### src/rtl/core/rhvp_pkg.sv
`timescale 1ns / 1ps
// ----------------------------------------------------------------------------
// RPC header parser package
// Shared types, constants and the varint group placement function.
// ----------------------------------------------------------------------------
package rhvp_pkg;

    localparam logic [7:0] GROUP_MASK      = 8'h7f;
    localparam logic [7:0] MORE_FLAG       = 8'h80;
    localparam logic [7:0] NO_OBJECT_RESET = 8'hfe;

    // Number of 7-bit groups that still land inside a 64-bit accumulator.
    localparam int         GROUPS_64       = 10;
    localparam int         GROUP_IDX_W     = 4;

    localparam logic       STATUS_OK        = 1'b0;
    localparam logic       STATUS_TRUNCATED = 1'b1;

    typedef struct packed {
        logic [7:0]  service;
        logic [31:0] method;
        logic [15:0] request_id;
        logic [63:0] object_id;
        logic [31:0] data_size;
        logic [7:0]  header_length;
        logic        status;
    } t_result;

    // Places the low seven bits of a varint byte at group position k.
    // Bits past bit 63 are dropped, and groups beyond the tenth vanish.
    function automatic logic [63:0] place_group(input logic [7:0] b,
                                                input logic [GROUP_IDX_W-1:0] k);
        logic [63:0] g;
        logic [63:0] placed;
        g = {56'd0, b & GROUP_MASK};
        case (k)
            4'd0:    placed = g;
            4'd1:    placed = g << 7;
            4'd2:    placed = g << 14;
            4'd3:    placed = g << 21;
            4'd4:    placed = g << 28;
            4'd5:    placed = g << 35;
            4'd6:    placed = g << 42;
            4'd7:    placed = g << 49;
            4'd8:    placed = g << 56;
            4'd9:    placed = g << 63;
            default: placed = 64'd0;
        endcase
        return placed;
    endfunction

endpackage

### src/rtl/core/rhvp_out_skid.sv
`timescale 1ns / 1ps
// ----------------------------------------------------------------------------
// RPC header parser result buffer
// Output register with one skid entry, so the parser keeps taking bytes
// while a result waits for the downstream transfer.
// ----------------------------------------------------------------------------
module rhvp_out_skid
    import rhvp_pkg::*;
(
    input  logic    i_clk,
    input  logic    i_rst_n,
    input  logic    i_push,
    input  t_result i_data,
    output logic    o_full,
    output logic    o_valid,
    output t_result o_data,
    input  logic    i_ready
);

    logic    r_main_valid;
    logic    r_skid_valid;
    t_result r_main;
    t_result r_skid;
    logic    drain;

    // The main register may load when it is empty or its result leaves now.
    assign drain   = !r_main_valid || i_ready;
    assign o_full  = r_skid_valid;
    assign o_valid = r_main_valid;
    assign o_data  = r_main;

    always_ff @(posedge i_clk) begin
        if (!i_rst_n) begin
            r_main_valid <= 1'b0;
            r_skid_valid <= 1'b0;
        end else if (drain) begin
            if (r_skid_valid) begin
                r_main_valid <= 1'b1;
                r_skid_valid <= 1'b0;
            end else begin
                r_main_valid <= i_push;
            end
        end else if (i_push) begin
            r_skid_valid <= 1'b1;
        end
    end

    always_ff @(posedge i_clk) begin
        if (drain) begin
            if (r_skid_valid) begin
                r_main <= r_skid;
            end else if (i_push) begin
                r_main <= i_data;
            end
        end else if (i_push) begin
            r_skid <= i_data;
        end
    end

endmodule

### src/rtl/core/rpc_header_varint_parser.sv
`timescale 1ns / 1ps
// ----------------------------------------------------------------------------
// RPC header varint parser
// Latency: a result is on the output port in the cycle after the byte that
// completes or truncates the header is transferred in, if no result waits.
// Throughput: one byte per cycle while o_ready is high; single-pass update.
// Reset (synchronous, active low) returns to idle, empties the result buffer
// and sets the no-object service value to 0xfe.
// ----------------------------------------------------------------------------
//
// The parser walks a header of the form: service byte, method varint,
// request id (two bytes, little-endian), object id varint (absent when the
// service equals the configured no-object value) and payload size varint.
// Varints are base 128, low group first, with bit 7 set on all but the last
// byte. Groups that fall beyond a field's width are dropped, but their bytes
// still count toward the header length, which saturates at 255.
//
// A packet start always opens a new header and silently drops an unfinished
// one. When the size varint ends, one result with status ok is produced and
// the parser ignores bytes until the next packet start. If the packet ends
// before that, one result with status truncated is produced, carrying only
// the bytes consumed so far; all decoded fields read as zero.
//
// Results go through an output register backed by one skid entry; input
// ready drops only while that skid entry is occupied.
module rpc_header_varint_parser
    import rhvp_pkg::*;
(
    input  logic        i_clk,
    input  logic        i_rst_n,
    // Configuration
    input  logic        i_cfg_we,
    input  logic [7:0]  i_cfg_wdata,
    // Byte input channel
    input  logic        i_valid,
    output logic        o_ready,
    input  logic [7:0]  i_data_byte,
    input  logic        i_packet_start,
    input  logic        i_packet_end,
    // Result output channel
    output logic        o_valid,
    input  logic        i_ready,
    output logic [7:0]  o_service,
    output logic [31:0] o_method,
    output logic [15:0] o_request_id,
    output logic [63:0] o_object_id,
    output logic [31:0] o_data_size,
    output logic [7:0]  o_header_length,
    output logic        o_status
);

    typedef enum logic [2:0] {
        PH_IDLE,
        PH_METHOD,
        PH_REQ_LO,
        PH_REQ_HI,
        PH_OBJECT,
        PH_SIZE,
        PH_DONE
    } t_phase;

    logic [7:0]             r_no_object_service;
    t_phase                 r_phase,       n_phase;
    logic [GROUP_IDX_W-1:0] r_group_idx,   n_group_idx;
    logic [7:0]             r_service,     n_service;
    logic [31:0]            r_method,      n_method;
    logic [15:0]            r_request,     n_request;
    logic [63:0]            r_object,      n_object;
    logic [31:0]            r_size,        n_size;
    logic [7:0]             r_byte_count,  n_byte_count;

    logic                   accept;
    logic                   skid_full;
    logic                   complete;
    logic                   push;
    logic                   last_group;
    logic [63:0]            placed;
    logic [GROUP_IDX_W-1:0] group_step;
    t_result                result;
    t_result                out_data;

    assign o_ready = !skid_full;
    assign accept  = i_valid && o_ready;

    assign last_group = (i_data_byte & MORE_FLAG) == 8'd0;
    assign placed     = place_group(i_data_byte, r_group_idx);

    // The group index stops advancing once it passes the last 64-bit group.
    assign group_step = (r_group_idx < GROUP_IDX_W'(GROUPS_64))
                      ? r_group_idx + GROUP_IDX_W'(1) : r_group_idx;

    always_comb begin
        n_phase      = r_phase;
        n_group_idx  = r_group_idx;
        n_service    = r_service;
        n_method     = r_method;
        n_request    = r_request;
        n_object     = r_object;
        n_size       = r_size;
        n_byte_count = r_byte_count;
        complete     = 1'b0;
        push         = 1'b0;

        if (i_packet_start) begin
            // A new packet: the first byte is the service.
            n_group_idx  = '0;
            n_service    = i_data_byte;
            n_method     = '0;
            n_request    = '0;
            n_object     = '0;
            n_size       = '0;
            n_byte_count = 8'd1;
            n_phase      = PH_METHOD;
        end else if (r_phase == PH_IDLE || r_phase == PH_DONE) begin
            // Bytes outside a header are dropped; an end just rearms idle.
            if (i_packet_end) begin
                n_phase = PH_IDLE;
            end
        end else begin
            if (r_byte_count != 8'hff) begin
                n_byte_count = r_byte_count + 8'd1;
            end
            unique case (r_phase)
                PH_METHOD: begin
                    n_method    = r_method | placed[31:0];
                    n_group_idx = group_step;
                    if (last_group) begin
                        n_group_idx = '0;
                        n_phase     = PH_REQ_LO;
                    end
                end
                PH_REQ_LO: begin
                    n_request = {r_request[15:8], i_data_byte};
                    n_phase   = PH_REQ_HI;
                end
                PH_REQ_HI: begin
                    n_request   = {i_data_byte, r_request[7:0]};
                    n_group_idx = '0;
                    n_phase     = (r_service == r_no_object_service) ? PH_SIZE : PH_OBJECT;
                end
                PH_OBJECT: begin
                    n_object    = r_object | placed;
                    n_group_idx = group_step;
                    if (last_group) begin
                        n_group_idx = '0;
                        n_phase     = PH_SIZE;
                    end
                end
                PH_SIZE: begin
                    n_size      = r_size | placed[31:0];
                    n_group_idx = group_step;
                    if (last_group) begin
                        n_group_idx = '0;
                        complete    = 1'b1;
                    end
                end
                default: begin
                    n_phase = PH_IDLE;
                end
            endcase
        end

        // A header that completes on the last byte still reports ok.
        result.header_length = n_byte_count;
        if (complete) begin
            result.service    = n_service;
            result.method     = n_method;
            result.request_id = n_request;
            result.object_id  = n_object;
            result.data_size  = n_size;
            result.status     = STATUS_OK;
            n_phase           = i_packet_end ? PH_IDLE : PH_DONE;
            push              = 1'b1;
        end else begin
            result.service    = '0;
            result.method     = '0;
            result.request_id = '0;
            result.object_id  = '0;
            result.data_size  = '0;
            result.status     = STATUS_TRUNCATED;
            if (i_packet_end && n_phase != PH_IDLE) begin
                n_phase = PH_IDLE;
                push    = 1'b1;
            end
        end
    end

    // Truncation only reports when a header was actually open; an end seen
    // while idle or done leaves the phase at idle without a result.
    logic result_push;
    assign result_push = accept && push;

    always_ff @(posedge i_clk) begin
        if (!i_rst_n) begin
            r_no_object_service <= NO_OBJECT_RESET;
            r_phase             <= PH_IDLE;
            r_group_idx         <= '0;
        end else begin
            if (i_cfg_we) begin
                r_no_object_service <= i_cfg_wdata;
            end
            if (accept) begin
                r_phase     <= n_phase;
                r_group_idx <= n_group_idx;
            end
        end
    end

    always_ff @(posedge i_clk) begin
        if (accept) begin
            r_service    <= n_service;
            r_method     <= n_method;
            r_request    <= n_request;
            r_object     <= n_object;
            r_size       <= n_size;
            r_byte_count <= n_byte_count;
        end
    end

    rhvp_out_skid u_out_skid (
        .i_clk   (i_clk),
        .i_rst_n (i_rst_n),
        .i_push  (result_push),
        .i_data  (result),
        .o_full  (skid_full),
        .o_valid (o_valid),
        .o_data  (out_data),
        .i_ready (i_ready)
    );

    assign o_service       = out_data.service;
    assign o_method        = out_data.method;
    assign o_request_id    = out_data.request_id;
    assign o_object_id     = out_data.object_id;
    assign o_data_size     = out_data.data_size;
    assign o_header_length = out_data.header_length;
    assign o_status        = out_data.status;

endmodule
### config.mk
export PLATFORM = sky130hd
export DESIGN_NAME = rpc_header_varint_parser
export DESIGN_NICKNAME = d
export VERILOG_FILES = /design/src/rtl/core/rhvp_pkg.sv /design/src/rtl/core/rhvp_out_skid.sv /design/src/rtl/core/rpc_header_varint_parser.sv
export SDC_FILE = /design/constraint.sdc
export NUM_CORES = 1
export LEC_CHECK = 0
export BUFFER_PORTS_ARGS = -buffer_cell sky130_fd_sc_hd__buf_2
export CAP_MARGIN = 10
export CORE_ASPECT_RATIO = 0.6
export CORE_MARGIN = 2
export CORE_UTILIZATION = 55
export DETAILED_ROUTE_END_ITERATION = 12
export MAX_ROUTING_LAYER = met4
export PLACE_DENSITY = 0.76
export SETUP_SLACK_MARGIN = 0.2
export SYNTH_ARGS = -nofsm -noshare
export SYNTH_HDL_FRONTEND = slang
export SYNTH_SLANG_ARGS = --single-unit
### constraint.sdc
create_clock -name i_clk -period 15.3 [get_ports i_clk]
set_clock_uncertainty 0.15 [all_clocks]
set_input_delay 0 -clock i_clk [delete_from_list [all_inputs] [get_ports i_clk]]
set_output_delay 0 -clock i_clk [all_outputs]
set_load 0.005 [all_outputs]
**Word level (Yosys, flattened, before mapping)**

Cells that the tools add are included.

- Output and inout port bits: 163
- Memories kept: 0
- Bits in latches: 0
- Memory bits (read-only): 0
- Input bits: 23
- Word-level logic and storage cells: 113
- RAM bits: 0
- Flip-flop bits (word level): 499

- Equal/unequal tests: 19
- Order comparisons: 1
- Muxes and demuxes: 43
- Multiply operators: 0
- Reductions and logical operators: 18
- Divide/modulo/power cells: 0
- Add/subtract/negate cells: 2
- Shift operators: 0
- Bitwise logic cells: 5

Operators by type and width:

| kind | number |
|---|---|
| case mux 64 bit (10 select lines) | 1 |
| 2-to-1 mux 161 bit | 2 |
| 2-to-1 mux 32 bit | 6 |
| 2-to-1 mux 64 bit | 3 |
| 2-to-1 mux 152 bit | 1 |
| OR 32 bit | 2 |
| OR 64 bit | 1 |
| 2-to-1 mux 16 bit | 2 |
| 2-to-1 mux 8 bit | 4 |
| case mux 16 bit (2 select lines) | 1 |
| 2-to-1 mux 3 bit | 8 |
| == test 4 x 3 -> 1 bit (second input constant) | 4 |
| 2-to-1 mux 4 bit | 4 |
| case mux 3 bit (5 select lines) | 1 |
| == test 3 bit (second input constant) | 3 |
| 2-to-1 mux 1 bit | 9 |
| adder 8 x 1 -> 8 bit (second input constant) | 1 |
| == test 4 x 2 -> 1 bit (second input constant) | 2 |
| == test 4 bit (second input constant) | 2 |
| == test 8 bit | 1 |
| zero test 8 bit | 1 |
| inequality test 8 bit (second input constant) | 1 |
| case mux 4 bit (2 select lines) | 1 |
| == test 3 x 2 -> 1 bit (second input constant) | 2 |
| 18 further kinds | 25 |

**Logic depth before layout (Yosys ltp)**

Gate-level depths: netlist of the first run.

- Depth after elaboration: 12
- Mapped depth: 7
- Depth with buffers taken out: 6

**Modules after synthesis**

Synthesis of the first run repeated with hierarchy kept, for this count alone.

- Cell total of the unflattened synthesis: 1,374
- Area total of the unflattened synthesis: 20,469.6 um2

By module, submodules not included:

| module | cells an instance | instances | area each (um2) | seq. area each (um2) |
|---|---|---|---|---|
| rhvp_out_skid | 509 | 1 | 11,965.2 | 9,709.3 |
| rpc_header_varint_parser | 865 | 1 | 8,504.4 | 5,104.9 |

**Worst setup path before layout of the first run**

Ideal clock, no wire load.

- Path kind: register -> register
- Start: register u_out_skid.r_skid_valid (netlist: u_out_skid.o_full)
- End: register u_out_skid.r_skid[0] in the netlist's numbering, enable pin
- Required time: 14.416 ns
- Arrival: 11.853 ns
- Path buffers: 1
- Clock period less this slack: 12.737 ns
- Path slack: 2.563 ns
- Cell stages (with the launch flop): 6
- Cell sequence: dfxtp_1 -> clkbuf_1 -> nand2b_1 -> inv_1 -> nand2_1 -> a21oi_1

- Word-level cells in the longest chain between the ends: 4

Ends and longest elaborated chain:

| element | line | RTL |
|---|---|---|
| start, declared | rhvp_out_skid.sv:21 | `logic r_skid_valid;` |
| start signal, assigned | rhvp_out_skid.sv:35 | `r_skid_valid <= 1'b0;` |
| start signal, assigned | rhvp_out_skid.sv:39 | `r_skid_valid <= 1'b0;` |
| start signal, assigned | rhvp_out_skid.sv:44 | `r_skid_valid <= 1'b1;` |
| zero test 1 bit | rpc_header_varint_parser.sv:82 | `assign o_ready = !skid_full;` |
| logical AND 1 bit | rpc_header_varint_parser.sv:83 | `assign accept = i_valid && o_ready;` |
| named net accept | rpc_header_varint_parser.sv:72 | `logic accept;` |
| logical AND 1 bit | rpc_header_varint_parser.sv:191 | `assign result_push = accept && push;` |
| AND reduction 2 bit (no line) | - |  |
| end signal, assigned | rhvp_out_skid.sv:56 | `r_skid <= i_data;` |
| end, declared | rhvp_out_skid.sv:23 | `t_result r_skid;` |

The timed path passes the listed nets, and every way through them passes these cells.
A chain may end at the register's enable or synchronous reset.

**Worst setup path after layout of the first run**

- Start: register u_out_skid.r_skid_valid (netlist: u_out_skid.o_full)
- End: register r_group_idx[3]

- Word-level cells in the longest chain between the ends: 3

Ends and longest elaborated chain:

| element | line | RTL |
|---|---|---|
| zero test 1 bit | rpc_header_varint_parser.sv:82 |  |
| logical AND 1 bit | rpc_header_varint_parser.sv:83 |  |
| named net accept | rpc_header_varint_parser.sv:72 |  |
| AND reduction 4 bit (no line) | - |  |
| end signal, assigned | rpc_header_varint_parser.sv:204 | `r_group_idx <= n_group_idx;` |
| end, declared | rpc_header_varint_parser.sv:64 | `logic [GROUP_IDX_W-1:0] r_group_idx, n_group_idx;` |

The timed path passes the listed nets, and every way through them passes these cells.

==> results of run 1 <==
kinds of logic (layout without fill, tap and decap cells):
| family | Yosys count | count (layout) |
|---|---|---|
| DFF | 499 | 499 |
| adders and majority gates | 5 | 5 |
| and+or+nand+nor | 552 | 552 |
| AOI/OAI and AO/OA | 319 | 319 |
| xor gates and xnor gates | 10 | 10 |
| other | 0 | 1 |
| muxes | 45 | 45 |
| buffers and inverters | 122 | 327 |
cells in the mapped netlist, types with 6 or more instances:
cell / instances / area share [%]
a21oi_1: 90 / 2.2
a31oi_1: 48 / 1.5
and2_1: 17 / 0.52
buf_1: 17 / 0.31
buf_2: 23 / 0.57
clkbuf_1: 62 / 1.1
dfxtp_1: 17 / 1.7
edfxtp_1: 482 / 71
inv_1: 9 / 0.17
mux2_2: 17 / 0.94
mux2i_1: 28 / 1.4
nand2_1: 171 / 3.2
nand2b_1: 8 / 0.25
nand3_1: 12 / 0.30
nor2_1: 298 / 5.5
nor2b_1: 6 / 0.18
nor3_1: 7 / 0.17
nor3_4: 6 / 0.48
o21ai_0: 67 / 1.7
o21ai_1: 10 / 0.25
o31ai_1: 82 / 3.0
xor2_1: 7 / 0.30
sequential cells by signal (all words and copies together), names as in the netlist, 4 cells and up:
signal,flops
r_group_idx,4
r_method,32
r_object,64
u_out_skid.o_data,161
r_size,32
u_out_skid.r_skid,161
r_request,16
r_byte_count,8
r_no_object_service,8
r_service,8
critical path, delay by kind of cell (launching register included):
family	cells	cell delay (ns)
flops	1	0.47
buf+inv	4	2.63
simple gates	1	0.46
compound gates	2	0.71
worst max path at each step:
stage	start	endpoint
floorplan	u_out_skid.o_full$_SDFFE_PP0P_	u_out_skid.r_skid[0]$_DFFE_PP_
global placement	u_out_skid.o_full$_SDFFE_PP0P_	u_out_skid.r_skid[115]$_DFFE_PP_
detailed placement	u_out_skid.o_full$_SDFFE_PP0P_	u_out_skid.r_skid[133]$_DFFE_PP_
CTS	u_out_skid.o_full$_SDFFE_PP0P_	r_group_idx[3]$_SDFFE_PN0P_
global route	u_out_skid.o_full$_SDFFE_PP0P_	r_group_idx[3]$_SDFFE_PN0P_
finish	u_out_skid.o_full$_SDFFE_PP0P_	r_group_idx[3]$_SDFFE_PN0P_
layout make-up:
type	instances	area (sq um)	area share, %
Sequential cell	499	14800	63.9
Tap cell	476	596	2.57
Clock inverter	19	124	0.535
Timing Repair Buffer	234	1390	5.98
Multi-Input combinational cell	931	4980	21.5
Inverter	11	51.3	0.221
Antenna cell	1	2.50	0.0108
Clock buffer	63	1210	5.24
through the flow:
step                util [%]  std cells  area, sq um  power [W]  worst slack [ns]
finish                  63.7       2234        23200    0.00272             10.64
global route            63.7       2234        23200    0.00280             10.41
CTS                     63.7       2233        23200    0.00273             10.70
detailed placement      59.1       2117        21500    0.00169             11.03
global placement        59.1       2117        21500    0.00169             11.13
floorplan                  -       1552        20300    0.00165              2.56
report_power, final:
| group | switching [W] | internal [W] | leakage (nW) |
|---|---|---|---|
| Sequential | 0.0000159 | 0.00153 | 4.50 |
| Clock | 0.000479 | 0.000572 | 0.643 |
| Combinational | 0.0000847 | 0.0000363 | 2.78 |
routing by layer:
layer | wire [um] | up-vias
li1 | - | 6032
met1 | 20900 | 6541
met2 | 21000 | 650
met3 | 4370 | 58
met4 | 806 | 0
met5 | 0 | -
==> results.md, run 1 <==
- HPWL after detailed placement: 27700 um
- CTS tree: built
- Routed len/inst: 21.0 um
- Yosys reg bits: 499
- FP Rows: 54
- Synth Net Count: 1580
- Die X-Extent: 252 um
- Simple-Gate Fraction of Synth Area: 11.7%
- Initial Util: 55.8%
- Clock latency on the worst-skew pair: 0.56 ns
- RSZ-0062 raised after global routing: no
- Final min period: 4.66 ns
- FF-to-FF End: r_group_idx[3]$_SDFFE_PN0P_
- Leakage power total: 7.93 nW
- Synthesis warning total: 0
- Vias in the first global route: 12.2k
- Peak VDD IR: 0.0838 mV
- Most common cell after layout, fill and taps aside: edfxtp_1
- Number of port buffers: 185
- DR DRC count: 0
- Num CTS Buffers: 44
- Slowest cell on crit path: buf_4
- Clock Sink Count: 499
- CP arrival: 4.96 ns
- Met1 Resource Use GR: 37.9%
- Adder-cell area share of the yosys netlist: 0.308%
- Post-synthesis compound-gate area fraction: 9.62%
- GR peak layer: met1
- Nets: 1749
- Clock buffer depth: 3
- Initial antenna violation count: 1
- Hold_sp: i_data_byte[5]
- Register area share after synthesis: 73.0%
- Post-Syn Instances: 1552
- Mapped cell area: 20300 sq um
- Mux contribution to synthesized area: 2.32%
- Post-Synth XOR/XNOR Area: 0.469%
- Pwr dens: 117 nW/um^2
- First-pass GRT wire length: 71800 um
- CP max FO: 113
- Die height: 153 um
- Worst hold path type: input pin to register
- Most numerous cell on the critical path: buf_4
- Core Box Area: 36300 sq um
- Final GP Congestion: 0.840
- PostCTS Resize Cnt: 0
- R2r startpoint: u_out_skid.o_full$_SDFFE_PP0P_
- Largest net degree at the start of global routing: 124
- Fmax achieved: 214 MHz
- Total negative slack: 0 ns
- Critical Path RT: 15.60 ns
- Post-Route WL: 47000 um
- CTS H-tree lvls: 2
- Min Hold Slack: 0.127 ns
- Main combinational cell family by area after synthesis: simple AND/OR/NAND/NOR gates
- Fraction of layout cells with a size suffix above 1: 16.8%
- # IOs: 186
- Crit-path max cell delay: 0.97 ns
- Most frequent cells in the layout: edfxtp_1 (482), nor2_1 (298), buf_2 (184)
- Die area: 38500 sq um
- CP Capture Type: register
- Flop-to-flop setup slack: 10.64 ns
- Root buffer cell: clkbuf_16
- Clk pin slew, worst setup/hold paths: 0.07 ns
- Slew @ Worst Pin: 1.22 ns
- Hold path endpoint: u_out_skid.r_skid[35]$_DFFE_PP_
- Total track usage: 24.8%
- # hold bufs at CTS: 34
- Final hold viol count: 0
- Met3 Use GR: 4.66%
- Number of synthesized flops with an enable pin: 482
- Crit Path Category: register to register
- Worst setup SP type: register
- Worst hold path stage count: 3
- Main synth FF type: edfxtp_1
- Max-slew violation count: 0
- DRT antenna net count: 0
- Post-synth cell types: 61
- Layout area overhead: 14.2%
- R2R depth: 7
- Vias: 13.3k
- GR Util met2: 34.8%
- Total of max-cap violations: 0
- Number of setup buffers added after CTS: 0
- Drt first pass iters: 5
- FILL cells: 2702
- Relative slew slack: 18.7%
- Vias per cell: 5.94
- Async set-reset flop share out of synthesis: 0%
- Initial DRC count: 1900
- Syn Area/Cell: 13.1 sq um
- GR Overflow Total: 0
- Tcrit/Tclk final: 30.5%
- Final setup violation count: 0
- CP Cell Sequence: buf_4 -> nand2b_1 -> inv_6 -> buf_4 -> o21ai_1 -> o221a_2 -> dlygate4sd3_1
- Status: finished clean
Note: power is estimated with default switching activity, not from simulation.
==> inputs of run 2 (changes only) <==
- CORE_UTILIZATION: 55 -> 53
- clock period: 15.3 -> 4 ns (I/O delays scaled with it)
==> results.md, run 2 (synthesis results as in run 1) <==
- Number of port buffers: 185 (unchanged)
- Clock Sink Count: 499 (unchanged)
- GR Overflow Total: 0 (unchanged)
- DR DRC count: 0 (unchanged)
- Clock buffer depth: 3 (unchanged)
- Vias per cell: 5.89 (-0.92%)
- Status: finished clean
- CP arrival: 3.50 ns (-1.46 ns)
- Initial Util: 53.8% (-2.0 points)
- # IOs: 186 (unchanged)
- FF-to-FF End: r_phase[0]$_SDFFE_PN0P_
- Root buffer cell: clkbuf_16
- Hold_sp: i_data_byte[6]
- Nets: 1753 (+0.23%)
- FP Rows: 55 (+1.9%)
- Most frequent cells in the layout: edfxtp_1 (482), nor2_1 (298), buf_2 (184)
- CTS tree: built
- Routed len/inst: 21.1 um (+0.20%)
- Num CTS Buffers: 44 (unchanged)
- First-pass GRT wire length: 73200 um (+2.0%)
- Fraction of layout cells with a size suffix above 1: 17.2% (+0.40 points)
- Number of setup buffers added after CTS: 0 (unchanged)
- CP max FO: 15 (-87%)
- Most common cell after layout, fill and taps aside: edfxtp_1
- Post-Route WL: 47900 um (+1.9%)
- Slew @ Worst Pin: 1.21 ns (-0.00528 ns)
- Worst hold path stage count: 3 (unchanged)
- Peak VDD IR: 0.280 mV (+230%)
- Max-slew violation count: 0 (unchanged)
- Vias in the first global route: 12.5k (+2.3%)
- Clk pin slew, worst setup/hold paths: 0.06 ns (about the same)
- PostCTS Resize Cnt: 0 (unchanged)
- Min Hold Slack: 0.104 ns (-0.0233 ns)
- Final setup violation count: 0 (unchanged)
- Die X-Extent: 257 um (+1.8%)
- RSZ-0062 raised after global routing: no
- Total track usage: 24.3% (-0.46 points)
- Layout area overhead: 14.9%
- Leakage power total: 7.96 nW (+0.42%)
- Worst setup SP type: register
- CP Capture Type: register
- Die height: 156 um (+1.8%)
- Tcrit/Tclk final: 79.4% (+49 points)
- Clock latency on the worst-skew pair: 0.56 ns (about the same)
- HPWL after detailed placement: 27900 um (+0.70%)
- Critical Path RT: 4.33 ns (-11.27 ns)
- Final min period: 3.17 ns (-1.49 ns)
- Final hold viol count: 0 (unchanged)
- Total of max-cap violations: 0 (unchanged)
- Worst hold path type: input pin to register
- Initial antenna violation count: 2 (+1)
- Vias: 13.4k (+0.77%)
- Fmax achieved: 315 MHz (+47%)
- DRT antenna net count: 0 (unchanged)
- R2r startpoint: r_phase[1]$_SDFFE_PN0P_
- Crit Path Category: register to register
- Die area: 39900 sq um (+3.7%)
- Relative slew slack: 19.2% (+0.52 points)
- Pwr dens: 448 nW/um^2 (+280%)
- Final Power: 0.0104 W (+280%)
- Core Box Area: 37700 sq um (+3.7%)
- Drt first pass iters: 6 (+1)
- Initial DRC count: 1700 (-11%)
- Hold path endpoint: r_size[27]$_DFFE_PP_
- CTS H-tree lvls: 2 (unchanged)
- Flop-to-flop setup slack: 0.83 ns (-9.81 ns)
- Largest net degree at the start of global routing: 164 (+32%)
- Final GP Congestion: 0.816 (-2.8%)
- R2R depth: 5 (-2)
[run 2: cell count changes in the layout (fill, tap and decap cells not counted), sizes merged]
| cell | previous run | this run |
|---|---|---|
| bufinv | 1 | 2 |
| inv | 10 | 9 |
| clkbuf | 63 | 60 |
| clkinvlp | 2 | 4 |
| diode | 1 | 2 |
| buf | 200 | 204 |
| clkinv | 17 | 14 |
[run 2: layout make-up]
class                           instances  area, sq um
Sequential cell                       499        14800
Fill cell                            2920        14400
Multi-Input combinational cell        931         4990
Timing Repair Buffer                  238         1490
Clock buffer                           60         1190
Tap cell                              513          642
Clock inverter                         18          138
Inverter                               11         50.0
Antenna cell                            2         5.00
[run 2: how the worst max path moves through the flow]
| stage | cells after the start | to | from | slack, ns |
|---|---|---|---|---|
| 2_1_floorplan | 5 | u_out_skid.r_skid[0]$_DFFE_PP_ | u_out_skid.o_full$_SDFFE_PP0P_ | -1.82 |
| 3_3_place_gp | 6 | u_out_skid.r_skid[26]$_DFFE_PP_ | r_phase[1]$_SDFFE_PN0P_ | 1.27 |
| 4_1_cts | 5 | r_phase[0]$_SDFFE_PN0P_ | r_phase[1]$_SDFFE_PN0P_ | 0.98 |
| 6_report | 5 | r_phase[0]$_SDFFE_PN0P_ | r_phase[1]$_SDFFE_PN0P_ | 0.83 |
| 5_1_grt | 5 | r_phase[0]$_SDFFE_PN0P_ | r_phase[1]$_SDFFE_PN0P_ | 0.74 |
| 3_5_place_dp | 5 | u_out_skid.o_data[63]$_DFFE_PP_ | r_group_idx[0]$_SDFFE_PN0P_ | 1.20 |
[run 2: timing repair]
action	4_1_cts	5_1_grt
endpoints found under the setup margin	0	0
hold endpoints to repair	107	0
hold buffers	34	0
[run 2: worst max-delay path, cell delays in order (launching register included)]
cell,delay [ns]
dfxtp_1,0.66
nand3b_1,0.78
nor3_1,0.40
a41oi_1,0.16
o41ai_1,0.34
dlygate4sd3_1,0.61
[run 2: stage by stage]
step | worst slack [ns] | instances | cell area [sq um] | utilization (%) | setup TNS [ns]
6_report | 0.825 | 2272 | 23300 | 61.9 | 0
3_5_place_dp | 1.20 | 2158 | 21600 | 57.4 | 0
3_3_place_gp | 1.27 | 2158 | 21600 | 57.4 | 0
5_1_grt | 0.744 | 2272 | 23300 | 61.9 | 0
2_1_floorplan | -1.82 | 1552 | 20300 | - | -367.66
4_1_cts | 0.983 | 2270 | 23300 | 61.8 | 0
[run 2: layer usage]
metal  global-route usage [%]  share of wire (%)  vias to the layer above
met3                     4.69                9.6                       79
met1                     36.4                 44                     6591
li1                         -                  -                     6028
met2                     34.9                 45                      685
met5                        -                  0                        -
met4                     4.96                1.7                        0
[run 2: where the power goes]
group	internal (W)	leakage, nW	switching, W
Combinational	0.000142	2.82	0.000325
Sequential	0.00587	4.51	0.0000619
Clock	0.00222	0.639	0.00183
